File: src/design/lcfc_pkg.sv
// types and constants of the length/crc frame checker
package lcfc_pkg;

  typedef enum logic [2:0] {
    ST_LEN,
    ST_NLEN,
    ST_BODY,
    ST_CSUM,
    ST_HALT
  } state_t;

  typedef enum logic [2:0] {
    ROLE_LEN  = 3'd0,
    ROLE_NAME = 3'd1,
    ROLE_TERM = 3'd2,
    ROLE_BODY = 3'd3,
    ROLE_CSUM = 3'd4,
    ROLE_DROP = 3'd5
  } role_t;

  typedef enum logic [1:0] {
    STAT_OK       = 2'd0,
    STAT_BAD_LEN  = 2'd1,
    STAT_BAD_CRC  = 2'd2,
    STAT_BAD_NAME = 2'd3
  } status_t;

  typedef struct packed {
    role_t   role;
    logic    frame_end;
    status_t status;
  } result_t;

  localparam int unsigned CFG_W = 31;

  localparam logic CFG_MIN_LENGTH = 1'b0;
  localparam logic CFG_MAX_LENGTH = 1'b1;

  localparam logic [CFG_W-1:0] MIN_LENGTH_RST = 31'd10;
  localparam logic [CFG_W-1:0] MAX_LENGTH_RST = 31'd67108864;

  localparam logic [31:0] CRC_POLY = 32'hEDB8_8320;
  localparam logic [31:0] CRC_INIT = 32'hFFFF_FFFE;

  // smallest frame: name length field plus checksum
  localparam logic [CFG_W-1:0] LEN_FLOOR = 31'd8;
  localparam logic [CFG_W-1:0] NAME_FLOOR = 31'd2;

endpackage

File: src/design/lcfc_crc8.sv
// reflected crc-32 update by one byte
module lcfc_crc8 (
  input  logic [31:0] crc_in,
  input  logic [7:0]  data_in,
  output logic [31:0] crc_out
);

  always_comb begin
    logic [31:0] c;
    c = crc_in ^ {24'd0, data_in};
    for (int i = 0; i < 8; i++) begin
      c = c[0] ? ((c >> 1) ^ lcfc_pkg::CRC_POLY) : (c >> 1);
    end
    crc_out = c;
  end

endmodule

File: src/design/lcfc_frame_fsm.sv
// frame parser: field tracking, checks and per-beat result
module lcfc_frame_fsm (
  input  logic                      clk,
  input  logic                      rst_n,
  input  logic                      step,
  input  logic [7:0]                data_byte,
  input  logic [lcfc_pkg::CFG_W-1:0] min_length,
  input  logic [lcfc_pkg::CFG_W-1:0] max_length,
  output lcfc_pkg::result_t         res
);

  lcfc_pkg::state_t st_r, st_nxt;
  logic [1:0]  cnt_r, cnt_nxt;
  logic [31:0] crc_r, crc_nxt;
  logic [23:0] len_r, len_nxt;
  logic [23:0] nlen_r, nlen_nxt;
  logic [23:0] rx_r, rx_nxt;
  logic [lcfc_pkg::CFG_W-1:0] lim_r, lim_nxt;
  logic [lcfc_pkg::CFG_W-1:0] body_rem_r, body_rem_nxt;
  logic [lcfc_pkg::CFG_W-1:0] nrem_r, nrem_nxt;
  logic name_ok_r, name_ok_nxt;

  logic [31:0] crc_upd;
  logic [31:0] len_full, nlen_full, csum_full;
  logic        len_bad, nlen_ok, crc_bad;

  lcfc_crc8 u_crc (
    .crc_in  (crc_r),
    .data_in (data_byte),
    .crc_out (crc_upd)
  );

  assign len_full  = {len_r, data_byte};
  assign nlen_full = {nlen_r, data_byte};
  assign csum_full = {rx_r, data_byte};

  assign len_bad = len_full[31]
                || (len_full[30:0] < lcfc_pkg::LEN_FLOOR)
                || (len_full[30:0] < min_length)
                || (len_full[30:0] > max_length);

  assign nlen_ok = !nlen_full[31]
                && (nlen_full[30:0] >= lcfc_pkg::NAME_FLOOR)
                && (nlen_full[30:0] <= lim_r);

  assign crc_bad = (~crc_r) != csum_full;

  always_comb begin
    st_nxt       = st_r;
    cnt_nxt      = cnt_r;
    crc_nxt      = crc_r;
    len_nxt      = len_r;
    nlen_nxt     = nlen_r;
    rx_nxt       = rx_r;
    lim_nxt      = lim_r;
    body_rem_nxt = body_rem_r;
    nrem_nxt     = nrem_r;
    name_ok_nxt  = name_ok_r;
    res.role      = lcfc_pkg::ROLE_LEN;
    res.frame_end = 1'b0;
    res.status    = lcfc_pkg::STAT_OK;
    unique case (st_r)
      lcfc_pkg::ST_LEN: begin
        len_nxt = len_full[23:0];
        cnt_nxt = cnt_r + 2'd1;
        if (cnt_r == 2'd3) begin
          if (len_bad) begin
            res.frame_end = 1'b1;
            res.status    = lcfc_pkg::STAT_BAD_LEN;
            st_nxt        = lcfc_pkg::ST_HALT;
          end else begin
            lim_nxt      = len_full[30:0] - lcfc_pkg::LEN_FLOOR;
            body_rem_nxt = len_full[30:0] - lcfc_pkg::LEN_FLOOR;
            st_nxt       = lcfc_pkg::ST_NLEN;
          end
        end
      end
      lcfc_pkg::ST_NLEN: begin
        crc_nxt  = crc_upd;
        nlen_nxt = nlen_full[23:0];
        cnt_nxt  = cnt_r + 2'd1;
        if (cnt_r == 2'd3) begin
          name_ok_nxt = nlen_ok;
          nrem_nxt    = nlen_full[30:0];
          st_nxt      = (body_rem_r == '0) ? lcfc_pkg::ST_CSUM : lcfc_pkg::ST_BODY;
        end
      end
      lcfc_pkg::ST_BODY: begin
        crc_nxt = crc_upd;
        if (!name_ok_r) begin
          res.role = lcfc_pkg::ROLE_BODY;
        end else if (nrem_r == '0) begin
          res.role = lcfc_pkg::ROLE_BODY;
        end else if (nrem_r == {{(lcfc_pkg::CFG_W-1){1'b0}}, 1'b1}) begin
          res.role = lcfc_pkg::ROLE_TERM;
        end else begin
          res.role = lcfc_pkg::ROLE_NAME;
        end
        if (nrem_r != '0) begin
          nrem_nxt = nrem_r - {{(lcfc_pkg::CFG_W-1){1'b0}}, 1'b1};
        end
        body_rem_nxt = body_rem_r - {{(lcfc_pkg::CFG_W-1){1'b0}}, 1'b1};
        if (body_rem_r == {{(lcfc_pkg::CFG_W-1){1'b0}}, 1'b1}) begin
          st_nxt = lcfc_pkg::ST_CSUM;
        end
      end
      lcfc_pkg::ST_CSUM: begin
        res.role = lcfc_pkg::ROLE_CSUM;
        rx_nxt   = csum_full[23:0];
        cnt_nxt  = cnt_r + 2'd1;
        if (cnt_r == 2'd3) begin
          res.frame_end = 1'b1;
          if (crc_bad) begin
            res.status = lcfc_pkg::STAT_BAD_CRC;
            st_nxt     = lcfc_pkg::ST_HALT;
          end else if (!name_ok_r) begin
            res.status = lcfc_pkg::STAT_BAD_NAME;
            st_nxt     = lcfc_pkg::ST_HALT;
          end else begin
            crc_nxt = lcfc_pkg::CRC_INIT;
            st_nxt  = lcfc_pkg::ST_LEN;
          end
        end
      end
      lcfc_pkg::ST_HALT: begin
        res.role = lcfc_pkg::ROLE_DROP;
      end
      default: begin
        res.role = lcfc_pkg::ROLE_DROP;
        st_nxt   = lcfc_pkg::ST_HALT;
      end
    endcase
  end

  always_ff @(posedge clk) begin
    if (!rst_n) begin
      st_r  <= lcfc_pkg::ST_LEN;
      cnt_r <= 2'd0;
      crc_r <= lcfc_pkg::CRC_INIT;
    end else if (step) begin
      st_r  <= st_nxt;
      cnt_r <= cnt_nxt;
      crc_r <= crc_nxt;
    end
  end

  always_ff @(posedge clk) begin
    if (step) begin
      len_r      <= len_nxt;
      nlen_r     <= nlen_nxt;
      rx_r       <= rx_nxt;
      lim_r      <= lim_nxt;
      body_rem_r <= body_rem_nxt;
      nrem_r     <= nrem_nxt;
      name_ok_r  <= name_ok_nxt;
    end
  end

endmodule

File: config.mk
export PLATFORM = sky130hd
export DESIGN_NAME = lcfc_frame_fsm
export DESIGN_NICKNAME = d
export VERILOG_FILES = /design/src/design/lcfc_pkg.sv /design/src/design/lcfc_crc8.sv /design/src/design/lcfc_frame_fsm.sv
export SDC_FILE = /design/constraint.sdc
export NUM_CORES = 1
export LEC_CHECK = 0
export BUFFER_PORTS_ARGS = -buffer_cell sky130_fd_sc_hd__buf_2
export CORE_MARGIN = 2
export CORE_UTILIZATION = 30
export DETAILED_ROUTE_END_ITERATION = 7
export PLACE_DENSITY_LB_ADDON = 0.2
export SLEW_MARGIN = 20
export SYNTH_ARGS = -nofsm -noshare
export SYNTH_HDL_FRONTEND = slang
export SYNTH_SLANG_ARGS = --single-unit
File: constraint.sdc
create_clock -name clk -period 6.04 [get_ports clk]
set_input_delay 1.812 -clock clk [delete_from_list [all_inputs] [get_ports clk]]
set_output_delay 1.812 -clock clk [all_outputs]
set_load 0.02 [all_outputs]
==> impl_metrics.toml <==
[sta]
final.setup.worst_slack_ns = 0.0192
finalSetupViolCount = 0
fin_crit_sh = 0.997
final-max-slew-violation-count = 0
hold_viol_final = 0
final_worst_hold_slack_ns = 0.476
clock_skews_ns = 0.00937
setup-tns-final_ns = 0
fmax_mhz = 166
maxSlewHeadroom = 0.395
grt_setup_unrepaired = "true"
finalCriticalPeriod_ns = 6.02
max_slew.worst_pin.slew_ns = 0.906

[floorplan]
initial_core_util = 0.305
floorplan.die.height_um = 206
design.die.area_um2 = 42200
ios = 79
floorplan.die.width_um = 206
core.rowCount = 73
core_area_um2 = 39900

[layout]
n_antenna_cell = 0
ratio_of_cells_with_drive_above_1_in_the_final_layout = 0.158
final_util = 0.364
final_nets = 1493
area_delta_synth_final_pct = 19.1

[global_route]
grt_usage = 0.167
first_global_vias = 8999
globalRouteOverflowTotal = 0
global_route_wire_length_before_repair_um = 53400
pin_count_of_the_biggest_net_entering_global_routing = 63
grt_antenna_before_repair = 0

[critical_path]
setup.worst_path.start_class = "primary input"
required_ns = 4.23
most_used_cell_cp = "buf_4"
worst-r2r-cell-count = 12
cpMaxStageDelayCell = "or4_4"
wp_data_arrival_ns = 4.21
worstSetupPathType = "in -> out"
critical_path_depth = 13
path_cells = "buf_2 > buf_12 > ha_1 > nand4_1 > or4_4 > a31oi_4 > o31ai_4 > a211oi_2 > buf_4 > a2111oi_4 > buf_4 > o21a_1 > buf_6"
critical_path.n_buffers_inverters = 5
cp_delay_by_family_top = "buffers and inverters"
crit_path_max_fanout = 3
timing.critical_path.slowest_cell_delay_ns = 0.58
timing.critical_path.to_type = "primary output"

[clocking]
cts_inserted_buffers = 25
clock_sinks = 203
h-tree-depth = 1
cts_tree = "done"
ctsHoldBuffers = 0
cts_root_buffer = "clkbuf_16"
max-clock-path-buffers = 3
clock_input_transition_at_the_sequential_cells_of_the_worst_setup_and_hold_paths_ns = 0.06
insertion_delay_ns = 0.54

[run]
max-cap-violations = 0

[routing]
drt-total-wl_um = 34700
drt_first_pass_iters = 5
avgViaCountPerCell = 4.90
drt_iter0_drc = 730
vias = 9131
drtAntennaViolNets = 0
wl_per_cell_um = 18.6
detail_route.drc_violations = 0

[logic_synthesis]
syn_nets = 1362
netlist_area_um2 = 12200
yosys_warnings = 0
yosys_most_used_dff = "edfxtp_1"
ys_types = 64
syn-instance-count = 1187
yosys_register_bits = 203
edff_count_synth = 166
avgSynthCellArea_um2 = 10.3
ys_seq_area_frac = 0.470
async_reset_ff_frac = 0

[pwr]
vdd_ir_drop_max_mv = 0.233
powerDensity_nw_per_um2 = 237
p_leak_nw = 5.68

[placement]
io_buffer_count = 78
gp_congestion = 0.848
hpwlAfterDp_um = 25600
placement.setup.worst_slack_ns = -0.310

[status]
outcome = "complete, no violations"

[min_path]
holdPathStages = 0
min-delay-path-class = "reg -> reg"
## sequential cells by signal, summed over array words and instances (netlist names)
signal,cells
crc_r,32
body_rem_r,31
lim_r,31
nrem_r,31
len_r,24
nlen_r,24
rx_r,24
st_r,3
cnt_r,2
name_ok_r,1
## layer usage
layer | track usage | vias to the layer above | wire length [µm] | part of all wire
met3 | 0.0198 | 43 | 1680 | 0.048
li1 | - | 4505 | - | -
met5 | 0 | - | 0 | 0
met2 | 0.260 | 217 | 15500 | 0.45
met1 | 0.243 | 4366 | 16700 | 0.48
met4 | 0.0452 | 0 | 735 | 0.021
## cells by family after synthesis
logic type                 share of synthesized area
DFF                                            0.470
and+or+nand+nor                                0.151
xor gates and xnor gates                       0.125
AOI/OAI and AO/OA                             0.0956
muxes                                         0.0104
buffers and inverters                         0.0437
adders and majority gates                      0.105
## stage by stage
step / power [mW] / instance area, µm² / instances
6_report: 3.44 / 14500 / 1862
5_1_grt: 3.57 / 14500 / 1862
4_1_cts: 3.48 / 14400 / 1860
3_5_place_dp: 1.93 / 13600 / 1812
3_3_place_gp: 1.93 / 13600 / 1812
2_1_floorplan: 1.79 / 12200 / 1187
## final cells by class
class	count	area, µm²
Clock buffer	30	666
Clock inverter	16	161
Fill cell	4008	25400
Timing Repair Buffer	136	857
Sequential cell	203	5730
Tap cell	525	657
Multi-Input combinational cell	845	6040
Inverter	107	404
## worst paths after layout
path,start,end,slack [ns]
max,data_byte[7],res[2],0.02
min,rx_r[6]$_DFFE_PP_,rx_r[14]$_DFFE_PP_,0.48
max reg2reg,len_r[4]$_DFFE_PP_,body_rem_r[21]$_DFFE_PP_,2.50
min reg2reg,rx_r[6]$_DFFE_PP_,rx_r[14]$_DFFE_PP_,0.48
## power by group
group / switching, mW / internal (mW)
Combinational: 0.200 / 0.159
Sequential: 0.0275 / 1.52
Clock: 0.616 / 0.915
## cells in the mapped netlist (19+ instances only)
library cell,instances,area [µm²]
xor2_1,60,526
ha_1,102,1280
nor3_1,44,220
o21ai_0,51,255
nand2_1,104,390
inv_1,107,402
xnor2_1,108,946
clkbuf_1,26,97.6
a21oi_1,58,290
nand4_1,19,119
dfxtp_1,37,741
edfxtp_1,166,4980
nor4_1,27,169
nor2_1,90,338
## worst register-to-register path, delay by kind of cell, from the launching register on
kind	cells	cell delay [ns]
AND/OR/NAND/NOR	3	0.87
buffers and inverters	4	0.77
AO/OA/AOI/OAI	4	0.61
flip-flops	1	0.54
adder cells (fa/ha/maj)	1	0.37
## layout by cell type (no fill, tap or decap), types with 19 or more instances in the layout
cell type,Yosys,routed
edfxtp_1,166,166
xnor2_1,108,108
inv_1,107,105
nand2_1,104,104
ha_1,102,100
nor2_1,90,89
buf_2,3,75
xor2_1,60,60
a21oi_1,58,57
buf_4,0,57
o21ai_0,51,51
nor3_1,44,41
dfxtp_1,37,37
nor4_1,27,26
clkbuf_16,0,26
nand4_1,19,19
## timing repair
action	in CTS	in global routing
pin swaps	2	11
gates cloned	0	0
setup buffers	2	3
endpoints found under the setup margin	2	2
gates resized for setup	7	16
No activity file was read; power rests on OpenSTA's default activity.
